--- config.mk ---
export PLATFORM = sky130hd
export DESIGN_NAME = cffcp_front
export DESIGN_NICKNAME = d
export VERILOG_FILES = /design/src/hw/rtl/cluster_first_fit_core_placer_defines.svh /design/src/hw/rtl/cffcp_pkg.sv /design/src/hw/rtl/cffcp_front.sv
export SDC_FILE = /design/constraint.sdc
export NUM_CORES = 1
export LEC_CHECK = 0
export BUFFER_PORTS_ARGS = -buffer_cell sky130_fd_sc_hd__buf_2
export CORE_ASPECT_RATIO = 1.75
export CORE_MARGIN = 2
export CORE_UTILIZATION = 27
export DETAILED_ROUTE_END_ITERATION = 7
export GPL_TIMING_DRIVEN = 0
export PLACE_DENSITY = 0.85
export SLEW_MARGIN = 5
export SYNTH_ARGS = -nofsm -noshare
export SYNTH_HDL_FRONTEND = slang
export SYNTH_SLANG_ARGS = --single-unit
--- constraint.sdc ---
create_clock -name vclk -period 0.8
set_input_delay 0.08 -clock vclk [all_inputs]
set_output_delay 0.08 -clock vclk [all_outputs]
set_load 0.01 [all_outputs]
--- src/hw/rtl/cluster_first_fit_core_placer_defines.svh ---
// ----------------------------------------------------------------------------
// cluster_first_fit_core_placer_defines
// assertion macros used by the placer back end rtl
// ----------------------------------------------------------------------------
`ifndef CLUSTER_FIRST_FIT_CORE_PLACER_DEFINES_SVH
`define CLUSTER_FIRST_FIT_CORE_PLACER_DEFINES_SVH

`ifndef ASSERT_OFF
// checked property, idle while reset is low
`define CFFCP_ASSERT(lbl, prop, msg) \
    lbl: assert property (@(posedge clk) disable iff (!rst_n) prop) else $error(msg);
// checked property, also during reset
`define CFFCP_ASSERT_ALWAYS(lbl, prop, msg) \
    lbl: assert property (@(posedge clk) prop) else $error(msg);
`else
`define CFFCP_ASSERT(lbl, prop, msg)
`define CFFCP_ASSERT_ALWAYS(lbl, prop, msg)
`endif

`endif

--- src/hw/rtl/cffcp_pkg.sv ---
// ----------------------------------------------------------------------------
// cffcp_pkg
// types, constants and helpers of the cluster first-fit core placer
// ----------------------------------------------------------------------------
package cffcp_pkg;

    localparam int MAX_CORES_DEF = 256;
    localparam int QDEPTH        = 2;
    localparam int DIV_W         = 17;
    localparam int CFG_W         = 9;
    localparam logic [15:0] LOAD_MAX = 16'hFFFF;

    typedef enum logic [2:0] {
        DEC_NONE,
        DEC_CLUSTER,
        DEC_NODE,
        DEC_PACKAGE,
        DEC_UNBIND,
        DEC_RECORDED,
        DEC_RANGE
    } decision_t;

    typedef enum logic [2:0] {
        BW_LOW,
        BW_DIE,
        BW_PACKAGE,
        BW_ALL,
        BW_UNSPEC
    } bw_class_t;

    typedef enum logic [1:0] {
        CFG_CPC,
        CFG_CPN,
        CFG_CPP
    } cfg_reg_t;

    typedef enum logic [1:0] {
        KIND_DONE,
        KIND_OCCUPY,
        KIND_LOW,
        KIND_NODE
    } kind_t;

    typedef enum logic [3:0] {
        ST_CLEAR,
        ST_IDLE,
        ST_DISPATCH,
        ST_DIV,
        ST_OCC_DIV2,
        ST_OCC_RD,
        ST_OCC_WR,
        ST_LOW_MUL,
        ST_LOW_START,
        ST_LOW_CHK,
        ST_LOW_CMP,
        ST_LOW_NRD,
        ST_LOW_WR,
        ST_NODE_CHK,
        ST_NODE_CMP
    } back_state_t;

    // effective register values, zero already mapped to one
    typedef struct packed {
        logic [CFG_W-1:0] cpc;
        logic [CFG_W-1:0] cpn;
        logic [CFG_W-1:0] cpp;
    } cfg_t;

    typedef struct packed {
        kind_t       kind;
        decision_t   decision;
        logic [8:0]  target;
        logic [7:0]  home;
        logic [8:0]  demand;
        logic [21:0] tag;
        logic [7:0]  core;
    } cmd_t;

    typedef struct packed {
        logic             start;
        logic [DIV_W-1:0] dividend;
        logic [CFG_W-1:0] divisor;
    } div_req_t;

    typedef struct packed {
        logic             busy;
        logic             done;
        logic [DIV_W-1:0] quotient;
    } div_rsp_t;

    typedef struct packed {
        logic valid;
        logic full;
    } q_status_t;

    function automatic logic [15:0] sat_add(input logic [15:0] cur, input logic [8:0] add);
        logic [16:0] s;
        s = {1'b0, cur} + {8'd0, add};
        return s[16] ? LOAD_MAX : s[15:0];
    endfunction

    function automatic logic [CFG_W-1:0] reg_or_one(input logic [CFG_W-1:0] v);
        return (v == '0) ? CFG_W'(1) : v;
    endfunction

endpackage

--- src/hw/rtl/cffcp_front.sv ---
// ----------------------------------------------------------------------------
// cffcp_front
// accepts request beats and sorts them into commands for the back end
// ----------------------------------------------------------------------------
module cffcp_front #(
    parameter int MAX_CORES = cffcp_pkg::MAX_CORES_DEF
) (
    input  logic                 start,
    output logic                 busy,
    input  logic                 operation,
    input  logic signed [8:0]    home_node,
    input  logic [2:0]           bandwidth_class,
    input  logic [8:0]           demand,
    input  logic [21:0]          task_tag,
    input  logic [7:0]           core_index,
    input  cffcp_pkg::q_status_t q_status,
    input  logic                 clearing,
    output logic                 push,
    output cffcp_pkg::cmd_t      cmd
);

    assign busy = q_status.full || clearing;
    assign push = start && !busy;

    always_comb
    begin
        cmd          = '0;
        cmd.home     = home_node[7:0];
        cmd.demand   = demand;
        cmd.tag      = task_tag;
        cmd.core     = core_index;
        cmd.kind     = cffcp_pkg::KIND_DONE;
        cmd.decision = cffcp_pkg::DEC_NONE;
        cmd.target   = '0;
        if (operation)
        begin
            if (32'(core_index) >= MAX_CORES)
            begin
                cmd.decision = cffcp_pkg::DEC_RANGE;
            end
            else
            begin
                cmd.kind = cffcp_pkg::KIND_OCCUPY;
            end
        end
        else if (!home_node[8])
        begin
            // non-negative home node: sort by bandwidth class
            case (bandwidth_class)
                cffcp_pkg::BW_LOW:
                begin
                    cmd.kind = cffcp_pkg::KIND_LOW;
                end
                cffcp_pkg::BW_DIE:
                begin
                    cmd.kind = cffcp_pkg::KIND_NODE;
                end
                cffcp_pkg::BW_ALL:
                begin
                    cmd.decision = cffcp_pkg::DEC_UNBIND;
                end
                default:
                begin
                    // package, unspecified and unknown classes
                    cmd.decision = cffcp_pkg::DEC_PACKAGE;
                    cmd.target   = {1'b0, home_node[7:0]};
                end
            endcase
        end
    end

endmodule

After elaboration in Yosys (flattened, before gate mapping) --
Index checks and enable logic that the tools add are counted.
Word-level totals: register bits after elaboration 0, latch bits 0, memory bits (writable) 0, bits in read-only memories 0, logic and storage cells 14, memories 0
Cells by class: $add $sub $neg 0, multipliers 0, divide/modulo/power cells 0, order comparisons 0, eq/ne operators 2, shift operators 0, muxes and demuxes 6, bitwise logic cells 0, reduce and logical (&&, ||, !) cells 6
Operators by type and width (count):
- 2-to-1 mux 14 bit | 1
- 2-to-1 mux 12 bit | 1
- 2-to-1 mux 8 bit | 1
- one-hot mux 3 bit (2 select lines) | 1
- one-hot mux 2 bit (2 select lines) | 1
- == test 3 x 1 -> 1 bit, second input constant | 1
- == test 3 x 2 -> 1 bit, second input constant | 1
- zero test 3 bit | 1
- OR reduction 3 bit | 1
- 2-to-1 mux 2 bit | 1
- OR reduction 2 bit | 1
- logical AND 1 bit | 1
- zero test 1 bit | 1
- logical OR 1 bit | 1

Longest topological paths before layout --
word-level depth 5, mapped depth 4, mapped depth without buffers 2

Least setup slack after synthesis --
Ideal clock, no wire load.
kind input port to output port, start point input port bandwidth_class[0], end point output port cmd[57] (netlist bit), data arrival time 0.991 ns, setup slack -0.271 ns, stages on the path 4, path buffers 2, cells stage by stage nand2b_1 -> buf_6 -> a211oi_1 -> buf_4
RTL lines:
- from (decl) | line cffcp_front.sv:12 | input logic [2:0] bandwidth_class,
- to (decl) | line cffcp_front.sv:19 | output cffcp_pkg::cmd_t cmd

==> flow_summary.yaml <==
power:
  p_leak_nw: 0.732
  p_per_area_nw_per_um2: 547
  ir_worst_vdd_v: 0.000269
layout:
  diodes: 0
  n_clock_buffer: 0
  final_common_cell: "buf_2"
  layout_common_cells: "72 x buf_2, 51 x buf_4, 9 x inv_1, 8 x a2111oi_4, 4 x buf_12"
  seq_cell_count: 0
  syn2layout_area_growth_pct: 114
  post-route-util: 0.597
  fin_area_um2: 1320
  layout-drive-gt1-share: 0.913
  nets: 219
  seq_area_um2: 0
  fillers: 193
drt:
  wl_per_cell_um: 12.3
  wl_met2_um: 1230
  wl_met3_um: 431
  viasPerCell: 4.20
  via_count: 781
  dr.pass1.iters: 1
  initialDrtViolationCount: 0
  routed_wl_um: 2280
  antenna_left: 0
  highest_layer: "met3"
  wl_met1_um: 615
  drc_errors: 0
timing:
  period_share: 1.32
  fmax_mhz: 950
  setup_violations: 12
  fin_ws_ps: -253
  hold_violations: 0
  maxSlewViolCount: 0
  fin_crit_ps: 1050
  rsz0062_at_grt: "true"
floorplan:
  rows: 23
  start_util: 0.279
  ios: 119
  die_area_um2: 2700
  fp.dieW_um: 40.2
  core_um2: 2220
  die_height_um: 67.3
global_route:
  antenna_found_initial: 0
  grt_pass1_vias: 744
  grt_pass1_wl_um: 3130
  grt-ovfl-total: 0
  grtUsageTotal: 0.161
  grt_max_degree: 11
setup_path:
  worstPathCellList: "buf_6 -> nand2b_4 -> buf_16 -> a2111oi_4 -> buf_2"
  cp.required_ps: 720
  critPathCaptureType: "output pin"
  cp_slowest_cell: "a2111oi_4"
  slowest_delay_ps: 310
  path_class: "in -> out"
  path_buf_inv: 3
  critPathMaxFanout: 4
  cp.arrival_ps: 970
  start_kind: "input port"
  critPathTopFamily: "buffers and inverters"
synth:
  synthCells: 80
  postSynthAreaPerCell_um2: 7.73
  syn-cell-area_um2: 618
  synth_cell_types: 16
  ys_seq_area_frac: 0
  syn_nets: 136
  yosysWarningCount: 0
outcome:
  violations: "setup timing"
  outcome: "finished, violations left"
hold_path:
  hp-class: "in -> out"
job:
  maxCapViolCount: 0
place:
  dp_hpwl_um: 1890
  io_buffers: 78
  placed_area_um2: 1160
  gp_congestion: 0.771
==> per-layer routing <==
| metal | up-vias | GRT usage |
|---|---|---|
| met1 | 328 | 0.149 |
| li1 | 372 | - |
| met2 | 81 | 0.329 |
| met5 | - | 0 |
| met4 | 0 | 0 |
| met3 | 0 | 0.0559 |
==> metrics by stage <==
stage / instances / setup WS (ps) / hold slack (ps) / setup TNS, ps / power (W)
after floorplan: 80 / -58.9 / 189 / -174 / 0.000416
after global placement: 183 / -279 / 344 / -3030 / 0.000620
after detailed placement: 183 / -300 / 344 / -3280 / 0.000631
after CTS: 186 / -240 / 344 / -2260 / 0.000724
after global routing: 186 / -284 / 347 / -2610 / 0.000778
final: 186 / -253 / 343 / -2120 / 0.000723
==> area by class of cell <==
type,count,area [um2],share of cell area
tap,25,31.3,0.0237
inverter,10,42.5,0.0322
multi-input combinational,18,329,0.249
buffer,52,428,0.324
timing repair buffer,81,492,0.372
==> report_power, final <==
group	leakage [nW]	internal, W	switching (W)
clock	0	0	0
sequential	0	0	0
combinational	0.732	0.000407	0.000316
==> what timing repair did <==
item,CTS,global route
endpoints found under the setup margin,13,13
hold buffers,0,0
resized for setup,22,5
setup buffers,1,1
pin swaps,3,4
gates cloned,2,0
==> synth_stat cells, drive strengths merged <==
cell type | n | area (um2)
nand2 | 1 | 3.75
a211oi | 1 | 7.51
nand2b | 1 | 6.26
conb | 1 | 3.75
nor4 | 2 | 12.5
buf | 52 | 389
inv | 10 | 37.5
nor4b | 1 | 8.76
or2 | 2 | 12.5
a2111oi | 8 | 133
nor2 | 1 | 3.75
==> cells by family after synthesis <==
| kind of cell | synth area share |
|---|---|
| buffers and inverters | 0.690 |
| AO/OA/AOI/OAI | 0.227 |
| AND/OR/NAND/NOR | 0.0769 |
| other | 0.00607 |
==> final timing paths <==
check / start / endpoint / slack, ps / cells after the start
worst min-delay path: core_index[7] / cmd[7] / 340 / 2
worst max-delay path: bandwidth_class[0] / cmd[47] / -250 / 5
Power figures use the tool's default switching activity.
