==> src/hw/rtl/cluster_first_fit_core_placer_defines.svh <==
// ----------------------------------------------------------------------------
// cluster_first_fit_core_placer_defines
// assertion macros used by the placer back end rtl
// ----------------------------------------------------------------------------
`ifndef CLUSTER_FIRST_FIT_CORE_PLACER_DEFINES_SVH
`define CLUSTER_FIRST_FIT_CORE_PLACER_DEFINES_SVH

`ifndef ASSERT_OFF
// checked property, idle while reset is low
`define CFFCP_ASSERT(lbl, prop, msg) \
    lbl: assert property (@(posedge clk) disable iff (!rst_n) prop) else $error(msg);
// checked property, also during reset
`define CFFCP_ASSERT_ALWAYS(lbl, prop, msg) \
    lbl: assert property (@(posedge clk) prop) else $error(msg);
`else
`define CFFCP_ASSERT(lbl, prop, msg)
`define CFFCP_ASSERT_ALWAYS(lbl, prop, msg)
`endif

`endif

==> src/hw/rtl/cffcp_pkg.sv <==
// ----------------------------------------------------------------------------
// cffcp_pkg
// types, constants and helpers of the cluster first-fit core placer
// ----------------------------------------------------------------------------
package cffcp_pkg;

    localparam int MAX_CORES_DEF = 256;
    localparam int QDEPTH        = 2;
    localparam int DIV_W         = 17;
    localparam int CFG_W         = 9;
    localparam logic [15:0] LOAD_MAX = 16'hFFFF;

    typedef enum logic [2:0] {
        DEC_NONE,
        DEC_CLUSTER,
        DEC_NODE,
        DEC_PACKAGE,
        DEC_UNBIND,
        DEC_RECORDED,
        DEC_RANGE
    } decision_t;

    typedef enum logic [2:0] {
        BW_LOW,
        BW_DIE,
        BW_PACKAGE,
        BW_ALL,
        BW_UNSPEC
    } bw_class_t;

    typedef enum logic [1:0] {
        CFG_CPC,
        CFG_CPN,
        CFG_CPP
    } cfg_reg_t;

    typedef enum logic [1:0] {
        KIND_DONE,
        KIND_OCCUPY,
        KIND_LOW,
        KIND_NODE
    } kind_t;

    typedef enum logic [3:0] {
        ST_CLEAR,
        ST_IDLE,
        ST_DISPATCH,
        ST_DIV,
        ST_OCC_DIV2,
        ST_OCC_RD,
        ST_OCC_WR,
        ST_LOW_MUL,
        ST_LOW_START,
        ST_LOW_CHK,
        ST_LOW_CMP,
        ST_LOW_NRD,
        ST_LOW_WR,
        ST_NODE_CHK,
        ST_NODE_CMP
    } back_state_t;

    // effective register values, zero already mapped to one
    typedef struct packed {
        logic [CFG_W-1:0] cpc;
        logic [CFG_W-1:0] cpn;
        logic [CFG_W-1:0] cpp;
    } cfg_t;

    typedef struct packed {
        kind_t       kind;
        decision_t   decision;
        logic [8:0]  target;
        logic [7:0]  home;
        logic [8:0]  demand;
        logic [21:0] tag;
        logic [7:0]  core;
    } cmd_t;

    typedef struct packed {
        logic             start;
        logic [DIV_W-1:0] dividend;
        logic [CFG_W-1:0] divisor;
    } div_req_t;

    typedef struct packed {
        logic             busy;
        logic             done;
        logic [DIV_W-1:0] quotient;
    } div_rsp_t;

    typedef struct packed {
        logic valid;
        logic full;
    } q_status_t;

    function automatic logic [15:0] sat_add(input logic [15:0] cur, input logic [8:0] add);
        logic [16:0] s;
        s = {1'b0, cur} + {8'd0, add};
        return s[16] ? LOAD_MAX : s[15:0];
    endfunction

    function automatic logic [CFG_W-1:0] reg_or_one(input logic [CFG_W-1:0] v);
        return (v == '0) ? CFG_W'(1) : v;
    endfunction

endpackage

==> src/hw/rtl/cffcp_queue.sv <==
// ----------------------------------------------------------------------------
// cffcp_queue
// short command queue between front and back end
// ----------------------------------------------------------------------------
module cffcp_queue (
    input  logic                 clk,
    input  logic                 rst_n,
    input  logic                 push,
    input  cffcp_pkg::cmd_t      push_cmd,
    input  logic                 pop,
    output cffcp_pkg::q_status_t status,
    output cffcp_pkg::cmd_t      head
);

    localparam int QAW = (cffcp_pkg::QDEPTH > 1) ? $clog2(cffcp_pkg::QDEPTH) : 1;
    localparam int CW  = $clog2(cffcp_pkg::QDEPTH + 1);

    cffcp_pkg::cmd_t entry_reg [cffcp_pkg::QDEPTH];
    logic [QAW-1:0]  wr_ptr_reg, wr_ptr_next;
    logic [QAW-1:0]  rd_ptr_reg, rd_ptr_next;
    logic [CW-1:0]   count_reg, count_next;

    function automatic logic [QAW-1:0] ptr_inc(input logic [QAW-1:0] p);
        return (32'(p) == cffcp_pkg::QDEPTH - 1) ? '0 : QAW'(p + 1'b1);
    endfunction

    assign status.valid = (count_reg != '0);
    assign status.full  = (32'(count_reg) == cffcp_pkg::QDEPTH);
    assign head         = entry_reg[rd_ptr_reg];

    always_comb
    begin
        wr_ptr_next = push ? ptr_inc(wr_ptr_reg) : wr_ptr_reg;
        rd_ptr_next = pop ? ptr_inc(rd_ptr_reg) : rd_ptr_reg;
        count_next  = count_reg;
        if (push && !pop)
        begin
            count_next = CW'(count_reg + 1'b1);
        end
        else if (pop && !push)
        begin
            count_next = CW'(count_reg - 1'b1);
        end
    end

    always_ff @(posedge clk or negedge rst_n)
    begin
        if (!rst_n)
        begin
            wr_ptr_reg <= '0;
            rd_ptr_reg <= '0;
            count_reg  <= '0;
        end
        else
        begin
            wr_ptr_reg <= wr_ptr_next;
            rd_ptr_reg <= rd_ptr_next;
            count_reg  <= count_next;
        end
    end

    always_ff @(posedge clk)
    begin
        if (push)
        begin
            entry_reg[wr_ptr_reg] <= push_cmd;
        end
    end

endmodule

==> config.mk <==
export PLATFORM = sky130hd
export DESIGN_NAME = cffcp_queue
export DESIGN_NICKNAME = d
export VERILOG_FILES = /design/src/hw/rtl/cluster_first_fit_core_placer_defines.svh /design/src/hw/rtl/cffcp_pkg.sv /design/src/hw/rtl/cffcp_queue.sv
export SDC_FILE = /design/constraint.sdc
export NUM_CORES = 1
export LEC_CHECK = 0
export CORE_ASPECT_RATIO = 1.1
export CORE_MARGIN = 8
export CORE_UTILIZATION = 30
export DETAILED_ROUTE_END_ITERATION = 8
export DONT_BUFFER_PORTS = 1
export PLACE_DENSITY = 0.51
export SLEW_MARGIN = 15
export SYNTH_ARGS = -nofsm -noshare
export SYNTH_HDL_FRONTEND = slang
export SYNTH_SLANG_ARGS = --single-unit
==> constraint.sdc <==
create_clock -name clk -period 5.27 [get_ports clk]
set_clock_uncertainty 0.05 [all_clocks]
set_input_delay 0.527 -clock clk [delete_from_list [all_inputs] [get_ports clk]]
set_output_delay 0.527 -clock clk [all_outputs]
set_load 0.03 [all_outputs]
# Yosys cells after proc, flatten, opt, wreduce, memory -nomap -nowiden
# Memory sizes are Yosys's and may differ from the RTL's.
# Index checks and enable logic that the tools add are counted.
op_classes:
  n_mux: 6
  n_eq_ne: 1
  n_addsub: 4
  reduce_logical: 6
ops:
  columns: ["operator", "count"]
  rows:
  - ["1-bit 2-to-1 mux", 4]
  - ["2-bit 2-to-1 mux", 2]
  - ["2-bit nonzero test", 2]
  - ["1-bit adder, second input constant", 2]
  - ["2-bit by 1-bit adder with 2-bit output, second input constant", 1]
  - ["2-bit equality test, second input constant", 1]
  - ["1-bit logical AND", 2]
  - ["1-bit logical NOT", 2]
  - ["2-bit by 1-bit subtractor with 2-bit output, second input constant", 1]
word_totals:
  in_bits: 65
  word_cells: 21
  ff_bits: 4
  output_inout_bits: 63
  ram_bits: 122
  mem_count: 1
mem_list:
  columns: ["memory", "depth", "width", "rd", "rd_clocked_by_memory_dff", "wr", "line", "text"]
  rows:
  - ["entry_reg", 2, 61, 1, 0, 1, "cffcp_queue.sv:18", "cffcp_pkg::cmd_t entry_reg [cffcp_pkg::QDEPTH];"]

# Longest topological paths before layout
depth:
  depth_word: 4
  ltp_mapped: 5
  mapped_depth_nobuf: 5

# Least setup slack after synthesis
# OpenSTA, ideal clock, no wires.
synth_path:
  path_kind: "input -> register"
  start: "input push"
  end: "memory entry_reg[0][0] in the netlist's numbering, enable pin"
  path_slack_ns: 1.519
  path_stages: 1
  path_buffers: 0
  t_required_ns: 4.733
  arrival_ns: 3.213
  cell_sequence: "nor2b_1"
synth_between:
  elab_chain_cells: 2
synth_lines:
  columns: ["item", "line", "text"]
  rows:
  - ["from (decl)", "cffcp_queue.sv:8", "input logic push,"]
  - ["1-bit 2-to-1 mux", "cffcp_queue.sv:64", "if (push)"]
  - ["1-bit 2-to-1 mux (not written as such)", "cffcp_queue.sv:66", "entry_reg[wr_ptr_reg] <= push_cmd;"]
  - ["to (decl)", "cffcp_queue.sv:18", null]
# Every way passes these cells.

==> flow_summary.toml <==
[worst_setup_path]
worstPathRequired_ns = 4.69
slowest_stage = "dfrtp_4"
cpLargestDelayFamily = "flip-flops"
reg2reg_from = "wr_ptr_reg"
crit_fanout = 32
r2r_slack_ns = 3.13
r2r_cells = 2
r2r-end = "entry_reg[0][4]"
criticalPathCategory = "register to output pin"
path_buf_inv = 1
crit_chain = "buf_4 > mux2_2"
crit_arrival_ns = 2.34
critPathMaxStageDelay_ns = 0.83
worstSetupStartpointType = "register"
worst_setup_path_end_kind = "output pin"

[die]
die-area_sq_um = 20700
io_pins = 128
die_h_microns = 150
placementRows = 49
fp.coreArea_sq_um = 16200
die_w_microns = 138
start_util = 0.302

[route]
drt-initial-drc-count = 113
avgRoutedWirePerCell_microns = 19.9
via_count = 1850
wl_microns = 8690
vias_per_cell = 4.23
drc = 0
ant_nets = 0
first_pass_iters = 4

[pwr]
ir_worst_vdd_uv = 266
pwr-share-clk = 0.298
p_per_area_nw_per_um2 = 646
power_switching_mw = 1.20
p_leak_nw = 2.01
switching_share = 0.333
p_int_mw = 2.41
power_frac_seq = 0.403
p_comb_frac = 0.299
totalPowerFinal_mw = 3.61

[yosys]
syn_nets = 272
avgSynthCellArea_sq_um = 23.7
synth_cell_type_count = 14
synth_seq_cells = 126
ys_seq_area_frac = 0.769
synth_top_area_frac = 0.749
yosysTopAreaCell = "edfxtp_1"
ys_warn_count = 0
postSynthCellCount = 206
yosys-top-cells-area = "edfxtp_1 75%, mux2_4 18%, buf_12 2.5%"
syn-cell-area_sq_um = 4890

[clocking]
h-tree-depth = 4
root_buffer = "clkbuf_16"
clk_latency_ns = 0.40
postCtsSetupBuffers = 0
cts_tree = "done"
clockBufferDepth = 2
cts_resized = 0
cts_made_buffers = 17
clk_pin_slew_ns = 0.05
cts.sinks = 126

[final_layout]
drive_gt1_frac = 0.395
syn2layout_area_growth_pct = 14.4
seq_area_sq_um = 3770
fillers = 1531
multi_input_area_sq_um = 1000
largest_reg_flops = 122
antenna_cells = 0
nets = 287

[timing]
period_needed_ns = 2.92
rsz0062_at_grt = "no"
max_freq_ghz = 0.343
period_share = 0.553
tns_ns = 0
worst_pin_slew_ns = 0.922
fin_hold_ws_ns = 0.151
hold_viol_final = 0
drv_slew = 0
slew_headroom = 0.384
finalSetupViolations = 0

[grt]
grt_pass1_vias = 2031
grt_usage = 0.0879
gr-total-overflow = 0
grt_max_degree = 62
grt_pass1_wl_microns = 12700
antenna_found_initial = 1

[place]
hpwl_microns = 5680
port_buffers = 0
gp_congestion = 0.659

[hold_path]
min_path_cells = 1
min_path_type = "primary input to register"
min_from = "pop"
min_to = "rd_ptr_reg"

[run]
drv_cap = 0

[status]
outcome = "completed"
-- cells by family (layout without fill, tap and decap cells) --
logic type,Yosys count,after routing,share of synthesized area
multiplexers,61,61,0.186
XOR/XNOR,5,5,0.00895
adder cells (fa/ha/maj),1,1,0.00256
flip-flops,126,126,0.769
AND/OR/NAND/NOR,5,5,0.00588
buffers and inverters,8,35,0.0276
-- routing by layer --
| layer | GRT usage | up-vias | part of all wire | routed length (microns) |
|---|---|---|---|---|
| li1 | - | 838 | - | - |
| met3 | 0.0672 | 11 | 0.15 | 1310 |
| met1 | 0.0878 | 913 | 0.34 | 2970 |
| met5 | 0 | - | 0.0015 | 13 |
| met4 | 0.0436 | 2 | 0.016 | 136 |
| met2 | 0.131 | 86 | 0.49 | 4250 |
-- cell type report --
type	count	share of cell area
inverter	1	0.000671
timing repair buffer	3	0.00447
clock buffer	23	0.0801
clock inverter	8	0.0165
multi-input combinational	72	0.179
sequential	126	0.673
tap	204	0.0456
-- placed cells by master, fill, tap and decap left out, types with 2 or more instances in the layout --
cell type  count
edfxtp_1     122
xor2_1         4
buf_4          2
mux2_2         2
bufinv_16      2
mux2_4        59
clkinv_2       5
dfrtp_1        3
clkbuf_16     17
clkbuf_1       6
-- power groups by stage --
stage / Clock [mW] / Sequential (mW) / Combinational, mW
global placement: 0 / 1.47 / 1.11
global route: 1.16 / 1.48 / 1.14
finish: 1.08 / 1.46 / 1.08
detailed placement: 0 / 1.48 / 1.11
floorplan: 0 / 1.41 / 1.13
CTS: 1.12 / 1.46 / 1.11
-- cells in the mapped netlist --
| master | n |
|---|---|
| edfxtp_1 | 122 |
| inv_1 | 1 |
| nor2_1 | 1 |
| xor2_1 | 4 |
| and2_1 | 1 |
| mux2_4 | 59 |
| xnor2_1 | 1 |
| ha_1 | 1 |
| mux2_2 | 2 |
| buf_12 | 6 |
| dfrtp_1 | 4 |
| buf_6 | 1 |
| nor2b_1 | 2 |
| or2_2 | 1 |
-- worst max path at each step --
| stage | from | endpoint | slack, ns | depth (start not counted) |
|---|---|---|---|---|
| after floorplan | push | entry_reg[0][0] | 1.52 | 1 |
| after global placement | rd_ptr_reg | head[40] | 2.73 | 2 |
| after detailed placement | rd_ptr_reg | head[40] | 2.72 | 2 |
| after CTS | rd_ptr_reg | head[40] | 2.26 | 2 |
| after global routing | rd_ptr_reg | head[40] | 2.21 | 2 |
| final | rd_ptr_reg | head[41] | 2.35 | 2 |
-- per-stage QoR --
stage / util / setup slack, ns / area (sq um) / cells
floorplan: - / 1.52 / 4890 / 206
global placement: 0.312 / 2.73 / 5040 / 405
detailed placement: 0.312 / 2.72 / 5040 / 405
CTS: 0.346 / 2.26 / 5600 / 437
global route: 0.346 / 2.21 / 5600 / 437
finish: 0.346 / 2.35 / 5600 / 437
-- timing repair --
item / in CTS / in global routing
hold buffers: 1 / 0
endpoints found under the setup margin: 0 / 0
hold endpoints to repair: 4 / 0
No activity file was read; power rests on OpenSTA's default activity.
