$ cat src/hw/rtl/cluster_first_fit_core_placer_defines.svh
// ----------------------------------------------------------------------------
// cluster_first_fit_core_placer_defines
// assertion macros used by the placer back end rtl
// ----------------------------------------------------------------------------
`ifndef CLUSTER_FIRST_FIT_CORE_PLACER_DEFINES_SVH
`define CLUSTER_FIRST_FIT_CORE_PLACER_DEFINES_SVH

`ifndef ASSERT_OFF
// checked property, idle while reset is low
`define CFFCP_ASSERT(lbl, prop, msg) \
    lbl: assert property (@(posedge clk) disable iff (!rst_n) prop) else $error(msg);
// checked property, also during reset
`define CFFCP_ASSERT_ALWAYS(lbl, prop, msg) \
    lbl: assert property (@(posedge clk) prop) else $error(msg);
`else
`define CFFCP_ASSERT(lbl, prop, msg)
`define CFFCP_ASSERT_ALWAYS(lbl, prop, msg)
`endif

`endif

$ cat src/hw/rtl/cffcp_pkg.sv
// ----------------------------------------------------------------------------
// cffcp_pkg
// types, constants and helpers of the cluster first-fit core placer
// ----------------------------------------------------------------------------
package cffcp_pkg;

    localparam int MAX_CORES_DEF = 256;
    localparam int QDEPTH        = 2;
    localparam int DIV_W         = 17;
    localparam int CFG_W         = 9;
    localparam logic [15:0] LOAD_MAX = 16'hFFFF;

    typedef enum logic [2:0] {
        DEC_NONE,
        DEC_CLUSTER,
        DEC_NODE,
        DEC_PACKAGE,
        DEC_UNBIND,
        DEC_RECORDED,
        DEC_RANGE
    } decision_t;

    typedef enum logic [2:0] {
        BW_LOW,
        BW_DIE,
        BW_PACKAGE,
        BW_ALL,
        BW_UNSPEC
    } bw_class_t;

    typedef enum logic [1:0] {
        CFG_CPC,
        CFG_CPN,
        CFG_CPP
    } cfg_reg_t;

    typedef enum logic [1:0] {
        KIND_DONE,
        KIND_OCCUPY,
        KIND_LOW,
        KIND_NODE
    } kind_t;

    typedef enum logic [3:0] {
        ST_CLEAR,
        ST_IDLE,
        ST_DISPATCH,
        ST_DIV,
        ST_OCC_DIV2,
        ST_OCC_RD,
        ST_OCC_WR,
        ST_LOW_MUL,
        ST_LOW_START,
        ST_LOW_CHK,
        ST_LOW_CMP,
        ST_LOW_NRD,
        ST_LOW_WR,
        ST_NODE_CHK,
        ST_NODE_CMP
    } back_state_t;

    // effective register values, zero already mapped to one
    typedef struct packed {
        logic [CFG_W-1:0] cpc;
        logic [CFG_W-1:0] cpn;
        logic [CFG_W-1:0] cpp;
    } cfg_t;

    typedef struct packed {
        kind_t       kind;
        decision_t   decision;
        logic [8:0]  target;
        logic [7:0]  home;
        logic [8:0]  demand;
        logic [21:0] tag;
        logic [7:0]  core;
    } cmd_t;

    typedef struct packed {
        logic             start;
        logic [DIV_W-1:0] dividend;
        logic [CFG_W-1:0] divisor;
    } div_req_t;

    typedef struct packed {
        logic             busy;
        logic             done;
        logic [DIV_W-1:0] quotient;
    } div_rsp_t;

    typedef struct packed {
        logic valid;
        logic full;
    } q_status_t;

    function automatic logic [15:0] sat_add(input logic [15:0] cur, input logic [8:0] add);
        logic [16:0] s;
        s = {1'b0, cur} + {8'd0, add};
        return s[16] ? LOAD_MAX : s[15:0];
    endfunction

    function automatic logic [CFG_W-1:0] reg_or_one(input logic [CFG_W-1:0] v);
        return (v == '0) ? CFG_W'(1) : v;
    endfunction

endpackage

$ cat src/hw/rtl/cffcp_div.sv
// ----------------------------------------------------------------------------
// cffcp_div
// restoring divider, one quotient bit per cycle
// ----------------------------------------------------------------------------
module cffcp_div (
    input  logic                  clk,
    input  logic                  rst_n,
    input  cffcp_pkg::div_req_t   req,
    output cffcp_pkg::div_rsp_t   rsp
);

    localparam int DW = cffcp_pkg::DIV_W;
    localparam int RW = cffcp_pkg::CFG_W;
    localparam int NW = $clog2(DW);

    logic [DW-1:0] quo_reg;
    logic [RW-1:0] rem_reg;
    logic [RW-1:0] den_reg;
    logic [NW-1:0] cnt_reg;
    logic          busy_reg;
    logic          done_reg;

    logic [RW:0]   rem_sh;
    logic          ge;
    logic [RW-1:0] rem_next;
    logic [DW-1:0] quo_next;

    always_comb
    begin
        rem_sh   = {rem_reg, quo_reg[DW-1]};
        ge       = rem_sh >= {1'b0, den_reg};
        rem_next = ge ? RW'(rem_sh - {1'b0, den_reg}) : RW'(rem_sh);
        quo_next = {quo_reg[DW-2:0], ge};
    end

    always_ff @(posedge clk or negedge rst_n)
    begin
        if (!rst_n)
        begin
            busy_reg <= 1'b0;
            done_reg <= 1'b0;
            cnt_reg  <= '0;
        end
        else if (req.start)
        begin
            busy_reg <= 1'b1;
            done_reg <= 1'b0;
            cnt_reg  <= NW'(DW - 1);
        end
        else if (busy_reg)
        begin
            if (cnt_reg == '0)
            begin
                busy_reg <= 1'b0;
                done_reg <= 1'b1;
            end
            else
            begin
                cnt_reg <= NW'(cnt_reg - 1'b1);
            end
        end
        else
        begin
            done_reg <= 1'b0;
        end
    end

    always_ff @(posedge clk)
    begin
        if (req.start)
        begin
            quo_reg <= req.dividend;
            rem_reg <= '0;
            den_reg <= req.divisor;
        end
        else if (busy_reg)
        begin
            quo_reg <= quo_next;
            rem_reg <= rem_next;
        end
    end

    assign rsp.busy     = busy_reg;
    assign rsp.done     = done_reg;
    assign rsp.quotient = quo_reg;

endmodule

$ cat config.mk
export PLATFORM = sky130hd
export DESIGN_NAME = cffcp_div
export DESIGN_NICKNAME = d
export VERILOG_FILES = /design/src/hw/rtl/cluster_first_fit_core_placer_defines.svh /design/src/hw/rtl/cffcp_pkg.sv /design/src/hw/rtl/cffcp_div.sv
export SDC_FILE = /design/constraint.sdc
export NUM_CORES = 1
export LEC_CHECK = 0
export BUFFER_PORTS_ARGS = -buffer_cell sky130_fd_sc_hd__buf_4
export CORE_ASPECT_RATIO = 1.75
export CORE_MARGIN = 2
export CORE_UTILIZATION = 54
export DETAILED_ROUTE_END_ITERATION = 7
export PLACE_DENSITY_LB_ADDON = 0.15
export SLEW_MARGIN = 20
export SYNTH_ARGS = -nofsm -noshare
export SYNTH_HDL_FRONTEND = slang
export SYNTH_SLANG_ARGS = --single-unit
$ cat constraint.sdc
create_clock -name clk -period 2.95 [get_ports clk]
set_input_delay 0.295 -clock clk [delete_from_list [all_inputs] [get_ports clk]]
set_output_delay 0.295 -clock clk [all_outputs]
set_load 0.01 [all_outputs]
Yosys cells after proc, flatten, opt, wreduce, memory -nomap -nowiden
Cells that the tools add are included.

Register bits after elaboration: 42. Input port bits: 29. Word-level logic and storage cells: 26.

Add/subtract/negate cells: 2. Order comparisons: 1. Equality and inequality tests: 2. Mux-type cells: 12. Reductions and logical operators: 3.

Operator list (count): two-way mux 17 bit (2); two-way mux 5 bit (3); greater-or-equal comparator 10 x 9 -> 1 bit (1); two-way mux 9 bit (1); subtractor 9 bit (1); two-way mux 1 bit (6); zero test 5 bit (1); subtractor 5 x 1 -> 5 bit, second input constant (1); inequality test 3 x 2 -> 1 bit, second input constant (1); inequality test 2 bit, second input constant (1); AND reduction 2 bit (1); nonzero test 2 bit (1).

Logic depth before layout (Yosys ltp)
Word-level depth: 4. Mapped depth: 10. Mapped depth without buffers: 9.

Worst setup path before layout
No wires, ideal clock.

Kind: reg-to-reg. Start point: register quo_reg[16]. End point: register rem_reg[2]. Data arrival time: 2.140 ns. Setup slack: 0.689 ns. Cell stages (with the launch flop): 11. Buffers on the path: 1. Period minus slack after synthesis: 2.261 ns. Cell sequence: edfxtp_1 inv_1 ha_1 inv_1 fa_1 a211oi_2 o21ai_2 a31oi_4 buf_6 mux2i_1 o21ai_1.

Word-level cells in the longest chain between the ends: 2.

Ends and longest elaborated chain: start: declaration (RTL line cffcp_div.sv:16) `logic [DW-1:0] quo_reg;`; start signal: assignment (RTL line cffcp_div.sv:72) `quo_reg <= req.dividend;`; start signal: assignment (RTL line cffcp_div.sv:78) `quo_reg <= quo_next;`; subtractor 9 bit / greater-or-equal comparator 10 x 9 -> 1 bit (equally long branches) (RTL line cffcp_div.sv:32, cffcp_div.sv:31); two-way mux 9 bit (*) (RTL line cffcp_div.sv:32) `rem_next = ge ? RW'(rem_sh - {1'b0, den_reg}) : RW'(rem_sh);`; end signal: assignment (RTL line cffcp_div.sv:79) `rem_reg <= rem_next;`; end: declaration (RTL line cffcp_div.sv:17) `logic [RW-1:0] rem_reg;`.

Mark *: on every way between the ends. The rest lies on a longest branch, timed or not. A chain may end at the register's enable or synchronous reset.

Worst setup path after layout
Start point: register quo_reg[16]. End point: register rem_reg[1].

Same word-level chain as after synthesis.

==> results.sh <==
export IMPL_p_leak_nw=1.14
export IMPL_final_setup_skew_ns=0.0129
export IMPL_final_cell_mix="buf_4 (47), edfxtp_1 (26), mux2_2 (16)"
export IMPL_synth_ff_type="edfxtp_1"
export IMPL_clock_path_buffers=2
export IMPL_finalHoldViolCount=0
export IMPL_r2r_cells=9
export IMPL_cap_violations=0
export IMPL_path_clk_slew_ns=0.08
export IMPL_cp_depth=9
export IMPL_async_reset_ff_share_pct=16.7
export IMPL_grt_pass1_wl_mm=7.15
export IMPL_peakVddDrop_uv=563
export IMPL_slew_headroom_pct=58.0
export IMPL_fin_crit_sh_pct=85.7
export IMPL_max_freq_mhz=396
export IMPL_core_um2=3900
export IMPL_max_stage_delay_ns=0.45
export IMPL_syn_cell_area_um2=2200
export IMPL_start_util_pct=56.3
export IMPL_grt_pass1_vias=1604
export IMPL_die_w_um=52.2
export IMPL_syn_nets=223
export IMPL_clock_sinks=42
export IMPL_synth_edff_count=26
export IMPL_slew_violations=0
export IMPL_cts_inserted_buffers=5
export IMPL_crit_type="reg -> reg"
export IMPL_path_cells="inv_1, ha_1, inv_1, fa_1, a211oi_2, o21ai_2, a31oi_4, mux2i_1, a211oi_1"
export IMPL_gp_congestion=0.795
export IMPL_die_y_um=88.4
export IMPL_crit_path_top_delay_cell="a31oi_4"
export IMPL_insertion_delay_ns=0.30
export IMPL_syn_inst=182
export IMPL_ant_nets=0
export IMPL_grt_overflow_total=0
export IMPL_setup_tns_ns=0
export IMPL_worstHoldPathCells=1
export IMPL_final_util_pct=68.0
export IMPL_routed_wl_mm=4.44
export IMPL_yosysWarnings=0
export IMPL_route_detailed_drc=0
export IMPL_power_density_nw_per_um2=878
export IMPL_hpwl_mm=3.33
export IMPL_cts_root_buf="clkbuf_8"
export IMPL_nets=269
export IMPL_grt_max_degree=40
export IMPL_path_max_fanout=14
export IMPL_timing_hold_ws_ns=0.171
export IMPL_power_total_mw=2.33
export IMPL_critPathTopFamily="compound AO/OA/AOI/OAI gates"
export IMPL_synth_distinct_cells=44
export IMPL_status="complete, no violations"
export IMPL_path_buf_inv=2
export IMPL_crit_top_cell="inv_1"
export IMPL_setup_viol=0
export IMPL_cp_arrival_ns=2.74
export IMPL_cts_tree="yes"
export IMPL_period_needed_ns=2.53
export IMPL_largest_reg_flops=17
export IMPL_worst_pin_slew_ns=0.630
export IMPL_yosysSeqAreaShare_pct=51.7
export IMPL_rsz0062_at_grt="false"
export IMPL_hp_class="in -> reg"
export IMPL_syn_to_final_growth_pct=20.9
export IMPL_htreeDepth=2
export IMPL_via_count=1525
export IMPL_row_count=30
export IMPL_io_pins=48
export IMPL_antenna_found_initial=0
export IMPL_cp_required_ns=3.16
export IMPL_layout_drive_gt1_share_pct=34.9
export IMPL_ys_seq_elements=42
export IMPL_post_drt_via_cell_ratio=5.51
export IMPL_finalNonFillerCells=277
export IMPL_avgSynthCellArea_um2=12.1
export IMPL_final_common_cell="buf_4"
export IMPL_drt_iter0_drc=39
export IMPL_port_buffers=47
export IMPL_die_area_um2=4610
export IMPL_track_usage_pct=21.3
export IMPL_wl_per_cell_um=16.0
export IMPL_post_place_cells=268
export IMPL_n_antenna_cell=0
export IMPL_dr_pass1_iters=4
export IMPL_post_cts_buffers=0
export IMPL_start_kind="flop"
export IMPL_end_kind="flop"
## Yosys cell counts, drive strengths merged, types with 6 or more instances
cell / n / area (um2)
nand2: 11 / 43.8
xor2: 6 / 52.6
dfrtp: 7 / 175
mux2: 16 / 180
o21ai: 6 / 33.8
inv: 15 / 56.3
nor2: 14 / 52.6
ha: 11 / 138
edfxtp: 26 / 781
dfxtp: 9 / 180
## final cells by class
class | instances | area (um2)
sequential | 42 | 1140
clock inverter | 1 | 5.00
clock buffer | 7 | 86.3
fill | 311 | 1250
inverter | 15 | 56.3
tap | 48 | 60.1
multi-input combinational | 116 | 947
timing repair buffer | 48 | 363
## report_power, final
group / total, mW / internal, mW / switching, mW
sequential: 0.919 / 0.797 / 0.122
combinational: 1.03 / 0.473 / 0.555
clock: 0.383 / 0.189 / 0.194
## repair_timing
| item | CTS | global route |
|---|---|---|
| resized for setup | 0 | 0 |
| endpoints found under the hold margin | 7 | 0 |
| hold buffers | 1 | 0 |
| endpoints found under the setup margin | 0 | 0 |
## metal layers
layer	wire length [um]	track usage (%)	part of all wire, %
met1	1650	22.8	37
met2	2460	37.9	55
met3	191	5.74	4.3
met4	141	10.5	3.2
met5	0	0	0
## cell families after synthesis
logic type,after synthesis,synth area share (%)
buffers and inverters,24,5.13
XOR/XNOR,9,3.59
AND/OR/NAND/NOR,42,9.06
flip-flops,42,51.7
multiplexers,19,9.57
adder cells (fa/ha/maj),12,7.18
AO/OA/AOI/OAI,34,13.7
## path summary, 6_finish.rpt
| kind | startpoint | to | slack (ns) |
|---|---|---|---|
| worst max-delay path | quo_reg[16] | rem_reg[1] | 0.42 |
| worst min-delay path | req[5] | den_reg[5] | 0.17 |
| worst max register to register | quo_reg[16] | rem_reg[1] | 0.42 |
| worst min register to register | rem_reg[8] | rem_reg[8] | 0.47 |
| max in group asynchronous | rst_n | busy_reg | 2.48 |
| min in group asynchronous | rst_n | cnt_reg[4] | 0.34 |
## through the flow
| stage | cell area, um2 | setup slack, ns |
|---|---|---|
| final | 2650 | 0.422 |
| after CTS | 2650 | 0.408 |
| after floorplan | 2200 | 0.689 |
| after detailed placement | 2550 | 0.435 |
| after global routing | 2650 | 0.207 |
| after global placement | 2550 | 0.550 |
Note: power is estimated with default switching activity, not from simulation.
